[src/hw/rtl/tgr_pkg.sv]
// Package for the touch gesture recognizer: event and gesture codes, queue entry type.
// No dependencies.
`default_nettype none
package tgr_pkg;
    localparam int DEPTH_DEFAULT = 4;
    localparam logic [11:0] DRAG_THR_RESET = 12'd32;

    localparam logic [1:0] EV_DOWN = 2'd0;
    localparam logic [1:0] EV_MOVE = 2'd1;
    localparam logic [1:0] EV_UP   = 2'd2;

    localparam logic [2:0] G_START   = 3'd0;
    localparam logic [2:0] G_DRAG    = 3'd1;
    localparam logic [2:0] G_RELEASE = 3'd2;
    localparam logic [2:0] G_UNDO    = 3'd3;
    localparam logic [2:0] G_ZOOM    = 3'd4;
    localparam logic [2:0] G_PAN     = 3'd5;

    typedef struct packed {
        logic [1:0]  kind;
        logic [7:0]  id;
        logic [15:0] x;
        logic [15:0] y;
    } event_t;
endpackage
`default_nettype wire

[src/hw/rtl/touch_gesture_recognizer.sv]
// Top level of the touch gesture recognizer: input stage, event queue, gesture engine.
// Depends on tgr_pkg, tgr_queue, tgr_engine.
//
// Events enter through a small queue and are taken by the engine one at a time.
// In the engine a start or a release is handled in the event's execute state, a
// one-finger move also squares the distance, a second finger down adds a 17-step
// square root, and a two-finger move runs the 17-step square root then a 26-step
// divide; output stalls can hold any of these. drag_threshold may be written only
// while the block is idle.
`default_nettype none
module touch_gesture_recognizer
    import tgr_pkg::*;
#(
    parameter int QUEUE_DEPTH = DEPTH_DEFAULT
)
(
    input  wire logic        clk,
    input  wire logic        rst_n,
    input  wire logic        in_valid,
    output logic             in_stall,
    input  wire logic [1:0]  event_kind,
    input  wire logic [7:0]  finger_id,
    input  wire logic [15:0] pos_x,
    input  wire logic [15:0] pos_y,
    output logic             out_valid,
    input  wire logic        out_stall,
    output logic [2:0]       gesture_kind,
    output logic [16:0]      out_x,
    output logic [16:0]      out_y,
    output logic [15:0]      zoom_ratio,
    output logic             last_result,
    input  wire logic        cfg_valid,
    output logic             cfg_ready,
    input  wire logic [11:0] cfg_data
);
    logic [11:0] thr_reg;
    logic full, empty, take;
    event_t wr_ev, rd_ev;

    assign cfg_ready = 1'b1;
    assign in_stall = full;
    assign wr_ev = '{kind: event_kind, id: finger_id, x: pos_x, y: pos_y};

    always_ff @(posedge clk or negedge rst_n)
    begin
        if (!rst_n)
        begin
            thr_reg <= DRAG_THR_RESET;
        end
        else if (cfg_valid)
        begin
            thr_reg <= cfg_data;
        end
    end

    tgr_queue #(.DEPTH(QUEUE_DEPTH)) u_queue (
        .clk(clk), .rst_n(rst_n),
        .wr_en(in_valid && !full), .wr_data(wr_ev), .full(full),
        .rd_en(take), .rd_data(rd_ev), .empty(empty)
    );

    tgr_engine u_engine (
        .clk(clk), .rst_n(rst_n), .drag_threshold(thr_reg),
        .ev_valid(!empty), .ev(rd_ev), .ev_take(take),
        .valid(out_valid), .stall(out_stall),
        .gesture_kind(gesture_kind), .out_x(out_x), .out_y(out_y),
        .zoom_ratio(zoom_ratio), .last_result(last_result)
    );
endmodule
`default_nettype wire

[src/hw/rtl/tgr_queue.sv]
// Short FIFO of accepted touch events between the front and the back part.
// Depends on tgr_pkg.
`default_nettype none
module tgr_queue
    import tgr_pkg::*;
#(
    parameter int DEPTH = DEPTH_DEFAULT
)
(
    input  wire logic   clk,
    input  wire logic   rst_n,
    input  wire logic   wr_en,
    input  wire event_t wr_data,
    output logic        full,
    input  wire logic   rd_en,
    output event_t      rd_data,
    output logic        empty
);
    localparam int AW = (DEPTH > 1) ? $clog2(DEPTH) : 1;

    event_t mem_reg [DEPTH];
    logic [AW-1:0] wp_reg, rp_reg;
    logic [AW:0] cnt_reg;

    assign full    = (cnt_reg == (AW+1)'(DEPTH));
    assign empty   = (cnt_reg == '0);
    assign rd_data = mem_reg[rp_reg];

    always_ff @(posedge clk)
    begin
        if (wr_en)
        begin
            mem_reg[wp_reg] <= wr_data;
        end
    end

    always_ff @(posedge clk or negedge rst_n)
    begin
        if (!rst_n)
        begin
            wp_reg  <= '0;
            rp_reg  <= '0;
            cnt_reg <= '0;
        end
        else
        begin
            if (wr_en)
            begin
                wp_reg <= (wp_reg == AW'(DEPTH-1)) ? '0 : wp_reg + 1'b1;
            end
            if (rd_en)
            begin
                rp_reg <= (rp_reg == AW'(DEPTH-1)) ? '0 : rp_reg + 1'b1;
            end
            cnt_reg <= cnt_reg + (AW+1)'(wr_en) - (AW+1)'(rd_en);
        end
    end
endmodule
`default_nettype wire

[src/hw/rtl/tgr_engine.sv]
// Back part: finger tracking, iterative square root and divide, result output register.
// Depends on tgr_pkg.
`default_nettype none
module tgr_engine
    import tgr_pkg::*;
(
    input  wire logic        clk,
    input  wire logic        rst_n,
    input  wire logic [11:0] drag_threshold,
    input  wire logic        ev_valid,
    input  wire event_t      ev,
    output logic             ev_take,
    output logic             valid,
    input  wire logic        stall,
    output logic [2:0]       gesture_kind,
    output logic [16:0]      out_x,
    output logic [16:0]      out_y,
    output logic [15:0]      zoom_ratio,
    output logic             last_result
);
    typedef enum logic [3:0] {
        S_IDLE, S_EXEC, S_SQ, S_SQRT, S_DIV, S_ZOOM, S_PAN, S_EMIT
    } state_t;

    state_t state_reg;
    event_t ev_reg;
    logic [1:0]  cnt_reg;
    logic [7:0]  fid_reg, sid_reg;
    logic [15:0] fx_reg, fy_reg, sx_reg, sy_reg, px_reg, py_reg, pcx_reg, pcy_reg;
    logic        drag_reg;
    logic [16:0] base_reg;
    logic        is_move_reg;
    logic [34:0] rem_reg;
    logic [16:0] root_reg;
    logic [4:0]  it_reg;
    logic [25:0] num_reg;
    logic [24:0] drem_reg;
    logic [24:0] quo_reg;
    logic        vld_reg;
    logic [2:0]  gk_reg;
    logic [16:0] ox_reg, oy_reg;
    logic [15:0] zr_reg;
    logic        lr_reg;
    logic [16:0] dx_reg, dy_reg;
    logic [1:0]  sqph_reg;
    logic [33:0] sqa_reg;

    logic out_free;
    logic [16:0] cx, cy;
    logic [16:0] adx, ady;
    logic [25:0] dtrial;
    logic [33:0] prod;
    logic [23:0] tsq;
    logic [16:0] mx;

    assign out_free = !vld_reg || !stall;
    assign ev_take  = (state_reg == S_IDLE) && ev_valid;
    assign cx = ({1'b0, fx_reg} + {1'b0, sx_reg}) >> 1;
    assign cy = ({1'b0, fy_reg} + {1'b0, sy_reg}) >> 1;
    assign adx = dx_reg[16] ? -dx_reg : dx_reg;
    assign ady = dy_reg[16] ? -dy_reg : dy_reg;
    assign mx = (sqph_reg == 2'd0) ? adx : ady;
    assign prod = mx * mx;
    assign tsq = drag_threshold * drag_threshold;
    assign dtrial = {drem_reg, num_reg[25]} - {9'd0, base_reg};

    assign valid = vld_reg;
    assign gesture_kind = gk_reg;
    assign out_x = ox_reg;
    assign out_y = oy_reg;
    assign zoom_ratio = zr_reg;
    assign last_result = lr_reg;

    always_ff @(posedge clk or negedge rst_n)
    begin
        if (!rst_n)
        begin
            state_reg <= S_IDLE;
            cnt_reg <= '0;
            fid_reg <= '0; sid_reg <= '0;
            fx_reg <= '0; fy_reg <= '0; sx_reg <= '0; sy_reg <= '0;
            px_reg <= '0; py_reg <= '0; pcx_reg <= '0; pcy_reg <= '0;
            drag_reg <= 1'b0;
            base_reg <= '0;
            vld_reg <= 1'b0;
            ev_reg <= '0;
            is_move_reg <= 1'b0;
            rem_reg <= '0; root_reg <= '0; it_reg <= '0;
            num_reg <= '0; drem_reg <= '0; quo_reg <= '0;
            gk_reg <= '0; ox_reg <= '0; oy_reg <= '0; zr_reg <= '0; lr_reg <= 1'b0;
            dx_reg <= '0; dy_reg <= '0; sqph_reg <= '0; sqa_reg <= '0;
        end
        else
        begin
            if (vld_reg && !stall)
            begin
                vld_reg <= 1'b0;
            end
            unique case (state_reg)
                S_IDLE:
                begin
                    if (ev_valid)
                    begin
                        ev_reg <= ev;
                        state_reg <= S_EXEC;
                    end
                end
                S_EXEC:
                begin
                    state_reg <= S_IDLE;
                    unique case (ev_reg.kind)
                        EV_DOWN:
                        begin
                            if (cnt_reg == 2'd0)
                            begin
                                if (out_free)
                                begin
                                    fid_reg <= ev_reg.id; fx_reg <= ev_reg.x; fy_reg <= ev_reg.y;
                                    px_reg <= ev_reg.x; py_reg <= ev_reg.y;
                                    cnt_reg <= 2'd1;
                                    vld_reg <= 1'b1; gk_reg <= G_START;
                                    ox_reg <= {1'b0, ev_reg.x}; oy_reg <= {1'b0, ev_reg.y};
                                    zr_reg <= '0; lr_reg <= 1'b1;
                                end
                                else
                                begin
                                    state_reg <= S_EXEC;
                                end
                            end
                            else if (cnt_reg == 2'd1)
                            begin
                                if (ev_reg.id != fid_reg)
                                begin
                                    if (out_free)
                                    begin
                                        sid_reg <= ev_reg.id; sx_reg <= ev_reg.x; sy_reg <= ev_reg.y;
                                        cnt_reg <= 2'd2;
                                        vld_reg <= 1'b1; zr_reg <= '0; lr_reg <= 1'b1;
                                        if (drag_reg)
                                        begin
                                            gk_reg <= G_UNDO; ox_reg <= '0; oy_reg <= '0;
                                        end
                                        else
                                        begin
                                            gk_reg <= G_RELEASE;
                                            ox_reg <= {1'b0, fx_reg}; oy_reg <= {1'b0, fy_reg};
                                        end
                                        drag_reg <= 1'b0;
                                        is_move_reg <= 1'b0;
                                        dx_reg <= {1'b0, fx_reg} - {1'b0, ev_reg.x};
                                        dy_reg <= {1'b0, fy_reg} - {1'b0, ev_reg.y};
                                        sqph_reg <= '0;
                                        state_reg <= S_SQ;
                                    end
                                    else
                                    begin
                                        state_reg <= S_EXEC;
                                    end
                                end
                            end
                            else
                            begin
                                is_move_reg <= 1'b0;
                                dx_reg <= {1'b0, fx_reg} - {1'b0, sx_reg};
                                dy_reg <= {1'b0, fy_reg} - {1'b0, sy_reg};
                                sqph_reg <= '0;
                                state_reg <= S_SQ;
                            end
                        end
                        EV_MOVE:
                        begin
                            if (cnt_reg != 2'd0 && ev_reg.id == fid_reg)
                            begin
                                fx_reg <= ev_reg.x; fy_reg <= ev_reg.y;
                            end
                            if (cnt_reg == 2'd2 && ev_reg.id == sid_reg)
                            begin
                                sx_reg <= ev_reg.x; sy_reg <= ev_reg.y;
                            end
                            if (cnt_reg == 2'd1)
                            begin
                                dx_reg <= {1'b0, px_reg} - {1'b0,
                                    (ev_reg.id == fid_reg) ? ev_reg.x : fx_reg};
                                dy_reg <= {1'b0, py_reg} - {1'b0,
                                    (ev_reg.id == fid_reg) ? ev_reg.y : fy_reg};
                                sqph_reg <= '0;
                                is_move_reg <= 1'b1;
                                state_reg <= S_SQ;
                            end
                            else if (cnt_reg == 2'd2)
                            begin
                                is_move_reg <= 1'b1;
                                state_reg <= S_ZOOM;
                            end
                        end
                        EV_UP:
                        begin
                            if ((cnt_reg == 2'd1 || cnt_reg == 2'd2) && ev_reg.id == fid_reg)
                            begin
                                if (out_free)
                                begin
                                    vld_reg <= 1'b1; gk_reg <= G_RELEASE;
                                    ox_reg <= {1'b0, ev_reg.x}; oy_reg <= {1'b0, ev_reg.y};
                                    zr_reg <= '0; lr_reg <= 1'b1;
                                    if (cnt_reg == 2'd1)
                                    begin
                                        cnt_reg <= 2'd0; drag_reg <= 1'b0;
                                    end
                                    else
                                    begin
                                        fid_reg <= sid_reg; fx_reg <= sx_reg; fy_reg <= sy_reg;
                                        cnt_reg <= 2'd1;
                                    end
                                end
                                else
                                begin
                                    state_reg <= S_EXEC;
                                end
                            end
                            else if (cnt_reg == 2'd2 && ev_reg.id == sid_reg)
                            begin
                                cnt_reg <= 2'd1;
                            end
                        end
                        default:
                        begin
                        end
                    endcase
                end
                S_ZOOM:
                begin
                    // positions updated; set up distance of the pair
                    dx_reg <= {1'b0, fx_reg} - {1'b0, sx_reg};
                    dy_reg <= {1'b0, fy_reg} - {1'b0, sy_reg};
                    sqph_reg <= '0;
                    state_reg <= S_SQ;
                end
                S_SQ:
                begin
                    sqph_reg <= sqph_reg + 2'd1;
                    if (sqph_reg == 2'd0)
                    begin
                        sqa_reg <= prod;
                    end
                    else
                    begin
                        sqph_reg <= '0;
                        if (is_move_reg && cnt_reg == 2'd1)
                        begin
                            if ({1'b0, sqa_reg} + {1'b0, prod} > {11'd0, tsq} || drag_reg)
                            begin
                                if (out_free)
                                begin
                                    drag_reg <= 1'b1;
                                    vld_reg <= 1'b1; gk_reg <= G_DRAG;
                                    ox_reg <= {1'b0, fx_reg}; oy_reg <= {1'b0, fy_reg};
                                    zr_reg <= '0; lr_reg <= 1'b1;
                                    state_reg <= S_IDLE;
                                end
                                else
                                begin
                                    sqph_reg <= 2'd1;
                                end
                            end
                            else
                            begin
                                state_reg <= S_IDLE;
                            end
                        end
                        else
                        begin
                            rem_reg <= {1'b0, sqa_reg} + {1'b0, prod};
                            root_reg <= '0;
                            it_reg <= 5'd17;
                            state_reg <= S_SQRT;
                        end
                    end
                end
                S_SQRT:
                begin
                    // restoring square root, one result bit per cycle
                    if (it_reg == 5'd0)
                    begin
                        if (!is_move_reg)
                        begin
                            base_reg <= root_reg;
                            pcx_reg <= cx[15:0]; pcy_reg <= cy[15:0];
                            state_reg <= S_IDLE;
                        end
                        else
                        begin
                            num_reg <= {1'b0, root_reg, 8'd0};
                            drem_reg <= '0; quo_reg <= '0;
                            it_reg <= 5'd26;
                            state_reg <= S_DIV;
                        end
                    end
                    else
                    begin
                        it_reg <= it_reg - 5'd1;
                        begin : sq_step
                            logic [35:0] r2;
                            logic [35:0] t2;
                            r2 = {1'b0, rem_reg[34:0]};
                            t2 = {17'd0, root_reg, 2'b01};
                            if ((r2 >> (2 * (it_reg - 5'd1))) >= t2)
                            begin
                                rem_reg <= 35'(r2 - (t2 << (2 * (it_reg - 5'd1))));
                                root_reg <= {root_reg[15:0], 1'b1};
                            end
                            else
                            begin
                                root_reg <= {root_reg[15:0], 1'b0};
                            end
                        end
                    end
                end
                S_DIV:
                begin
                    if (it_reg == 5'd0)
                    begin
                        state_reg <= S_PAN;
                    end
                    else
                    begin
                        it_reg <= it_reg - 5'd1;
                        num_reg <= {num_reg[24:0], 1'b0};
                        if (!dtrial[25])
                        begin
                            drem_reg <= dtrial[24:0];
                            quo_reg <= {quo_reg[23:0], 1'b1};
                        end
                        else
                        begin
                            drem_reg <= {drem_reg[23:0], num_reg[25]};
                            quo_reg <= {quo_reg[23:0], 1'b0};
                        end
                    end
                end
                S_PAN:
                begin
                    if (out_free)
                    begin
                        vld_reg <= 1'b1; gk_reg <= G_ZOOM;
                        ox_reg <= cx; oy_reg <= cy; lr_reg <= 1'b0;
                        if (base_reg == '0 || quo_reg > 25'd65535)
                        begin
                            zr_reg <= 16'hFFFF;
                        end
                        else
                        begin
                            zr_reg <= quo_reg[15:0];
                        end
                        base_reg <= root_reg;
                        state_reg <= S_EMIT;
                    end
                end
                S_EMIT:
                begin
                    if (out_free)
                    begin
                        vld_reg <= 1'b1; gk_reg <= G_PAN;
                        ox_reg <= cx - {1'b0, pcx_reg}; oy_reg <= cy - {1'b0, pcy_reg};
                        zr_reg <= '0; lr_reg <= 1'b1;
                        pcx_reg <= cx[15:0]; pcy_reg <= cy[15:0];
                        state_reg <= S_IDLE;
                    end
                end
                default:
                begin
                    state_reg <= S_IDLE;
                end
            endcase
        end
    end
endmodule
`default_nettype wire
[config.mk]
export PLATFORM = sky130hd
export DESIGN_NAME = touch_gesture_recognizer
export DESIGN_NICKNAME = d
export VERILOG_FILES = /design/src/hw/rtl/tgr_pkg.sv /design/src/hw/rtl/touch_gesture_recognizer.sv /design/src/hw/rtl/tgr_queue.sv /design/src/hw/rtl/tgr_engine.sv
export SDC_FILE = /design/constraint.sdc
export NUM_CORES = 2
export LEC_CHECK = 0
export ABC_AREA = 1
export BUFFER_PORTS_ARGS = -buffer_cell sky130_fd_sc_hd__buf_2
export CAP_MARGIN = 20
export CORE_AREA = 2 2 328 330
export CTS_CLUSTER_DIAMETER = 150
export DETAILED_ROUTE_END_ITERATION = 6
export DIE_AREA = 0 0 330 332
export GPL_TIMING_DRIVEN = 0
export PLACE_DENSITY = 0.74
export SYNTH_ARGS = -nofsm -noshare
export SYNTH_HDL_FRONTEND = slang
export SYNTH_SLANG_ARGS = --single-unit
export TNS_END_PERCENT = 50
[constraint.sdc]
create_clock -name clk -period 8.9 [get_ports clk]
set_input_delay 1.335 -clock clk [delete_from_list [all_inputs] [get_ports clk]]
set_output_delay 1.335 -clock clk [all_outputs]
set_load 0.02 [all_outputs]
==> impl_metrics.yaml <==
floorplanning:
  coreArea_um2: 106300
  ios: 116
  rows: 120
  die_w_um: 330
  die_area_um2: 109600
  start_util_pct: 54.39
  die_y_um: 332
critical_path:
  required_ps: 9430
  r2r_slack_ps: -720
  r2r_end: "u_engine.zoom_ratio[6]"
  start_kind: "flop"
  worstSetupPathType: "flop to flop"
  cpMostUsedCell: "nand2_1"
  worst-r2r-cell-count: 56
  cp-end-kind: "flop"
  cp_slowest_cell: "fa_1"
  critPathMaxStageDelay_ps: 570
  path_max_fanout: 7
  r2r_start: "u_engine.dx_reg[1]"
  worstPathArrival_ps: 10150
placed_design:
  globalplace.congestion: 1.057
  portBuffers: 113
  dpl.hpwl_um: 156800
  pre_cts_slack_ps: -2434
synth:
  ys_async_sr_fraction_pct: 74.03
  synth_common_cells: "1914 x nand2_1, 1116 x inv_1, 803 x o21ai_0"
  yosys_warnings: 0
  synthTopCellsByArea: "dfrtp_1 21%, nand2_1 12%, ha_1 10%"
  synth_ff_type: "dfrtp_1"
  yosysTopAreaCell: "dfrtp_1"
  synth_edf_count: 168
  synth_area_um2: 57820
  avgSynthCellArea_um2: 7.458
  ys_seq_area_share_pct: 29.46
  yosysMostFrequentCell: "nand2_1"
  ys_ff_latch: 647
  synth_top_area_share_pct: 20.69
  synth_cells: 7753
  synth_cell_types: 71
layout:
  synthToLayoutAreaGrowth_pct: 14.07
  drive_gt1_share_pct: 10.72
  largest_reg_flops: 168
  layout.nets: 8917
global_route:
  grt_max_degree: 116
  grt_pass1_vias: 54840
  antenna_found_initial: 7
  grt_overflow_total: 0
  grt_usage_pct: 36.15
  grt_pass1_wl_um: 309000
detailed_routing:
  wl_met2_um: 90490
  top_layer_used: "met5"
  dr.pass1.iters: 7
  routed_wl_um: 200400
  viasPerCell: 5.910
  route.met3.wl_um: 17910
  met1_length_um: 80840
  ant_nets: 0
  drc: 22
  num_vias: 56620
  wl_per_cell_um: 20.92
  dr.first_iter.drc_count: 5911
run_status:
  violations: "design-rule violations, negative setup slack"
  status: "finished, violations left"
clock_tree:
  cts_buffers: 74
  cts-root-buf: "clkbuf_16"
  cts_tree: "built"
  cts_max_level: 3
  clk-insertion-delay-late_ps: 670
  clk_pin_slew_worst_paths_ps: 60
  holdBufCountCts: 0
  cts_max_path_buffers: 3
  cts.sinks: 647
min_path:
  whs_endpoint: "u_engine.gesture_kind[0]"
  holdCritPathClass: "flop to flop"
  min_from: "u_engine.gesture_kind[0]"
  min_path_cells: 2
sta:
  period_share_pct: 108.1
  hold_viol: 0
  fin_worst_skew_ps: 32.98
  fmax_ghz: 0.1040
  worst_pin_slew_ps: 1186
  slew_viol_final: 0
  grt_setup_unrepaired: "true"
  layout_min_cycle_time_ps: 9620
  setup_viol: 58
  post-route-worst-setup-slack_ps: -719.9
  max-slew-margin-rel_pct: 20.66
run:
  drv_cap: 0
==> worst max path at each step <==
stage                         startpoint                 endpoint  slack [ps]  cells past startpoint
floorplan             u_engine.dx_reg[1]  u_engine.zoom_ratio[13]           2                     57
global placement                   rst_n               thr_reg[7]       -3680                      1
detailed placement  u_engine.sqph_reg[0]  u_engine.zoom_ratio[13]       -2430                     57
CTS                   u_engine.dy_reg[0]   u_engine.zoom_ratio[4]        -480                     59
global route          u_engine.dy_reg[1]   u_engine.zoom_ratio[5]       -1030                     59
finish                u_engine.dx_reg[1]   u_engine.zoom_ratio[6]        -720                     56
==> stage by stage <==
| stage | TNS, ps | hold slack, ps | cells | utilization [%] | cell area [um2] |
|---|---|---|---|---|---|
| 3_5_place_dp | -148130 | 456.3 | 9292 | 56.92 | 60500 |
| 3_3_place_gp | -1834330 | 452.8 | 9281 | 56.67 | 60250 |
| 2_1_floorplan | 0 | 441.9 | 7765 | - | 57920 |
| 4_1_cts | -25080 | 469.5 | 9551 | 61.47 | 65340 |
| 5_1_grt | -57870 | 486.9 | 9574 | 62.04 | 65940 |
| 6_report | -38280 | 472.7 | 9580 | 62.05 | 65960 |
==> logic make-up after synthesis <==
kind of cell	share of synthesized area (%)
other	0.01299
AND/OR/NAND/NOR	22.40
AO/OA/AOI/OAI	15.75
flip-flops	29.46
XOR/XNOR	2.835
adder cells (fa/ha/maj)	19.77
multiplexers	0.2705
buffers and inverters	9.506
==> worst max-delay path: cells and delay by family, from the launching register on <==
| family | cells | cell delay, ps |
|---|---|---|
| xor gates and xnor gates | 1 | 220 |
| and+or+nand+nor | 26 | 2660 |
| AOI/OAI and AO/OA | 8 | 1200 |
| DFF | 1 | 400 |
| buffers and inverters | 12 | 1320 |
| adders and majority gates | 9 | 3660 |
==> what timing repair did <==
action / 4_1_cts / 5_1_grt
setup buffers: 119 / 21
gates cloned: 6 / 0
setup endpoints to repair: 78 / 70
gates resized for setup: 343 / 124
pin swaps: 130 / 80
==> routing by layer <==
| layer | vias up | GRT usage (%) |
|---|---|---|
| met4 | 6 | 17.09 |
| met5 | - | 0 |
| met2 | 2838 | 56.93 |
| li1 | 26170 | - |
| met3 | 612 | 6.420 |
| met1 | 27000 | 48.32 |
==> final cells by class <==
type,count,area [um2]
buffer,281,1435
inverter,1143,4327
clock inverter,30,364.1
timing repair buffer,272,2003
sequential,647,17030
clock buffer,104,2138
fill,9446,40340
antenna,6,15.01
multi-input combinational,5694,36890
tap,1403,1755
==> cell usage in the layout (no fill, tap or decap), types with 19 or more instances in the layout <==
cell          n
o2111ai_1    25
nor3_1       52
xnor2_1      43
o21bai_1     22
ha_1        432
clkbuf_16    81
or2_2        53
a21oi_2      22
o31ai_1      26
xor2_1      124
fa_1        274
ha_4         29
nor2_1      477
nand4_1      88
o22ai_1      91
inv_2        43
nand2_2      65
nand2_4      27
inv_1      1083
dfrtp_1     478
nand3_1     347
a31oi_1      30
nand3_2      23
nand3b_1     36
a21o_1       20
o21ai_0     776
nor2_4       32
edfxtp_1    168
nor2_2       26
buf_4       141
buf_6        19
a21oi_1     395
clkbuf_1    211
a21boi_0     22
buf_2       142
o211ai_1     95
nand2_1    1828
Power is not shown: default switching activity piles up to over one toggle a cycle in this logic, so the estimate is an artifact.
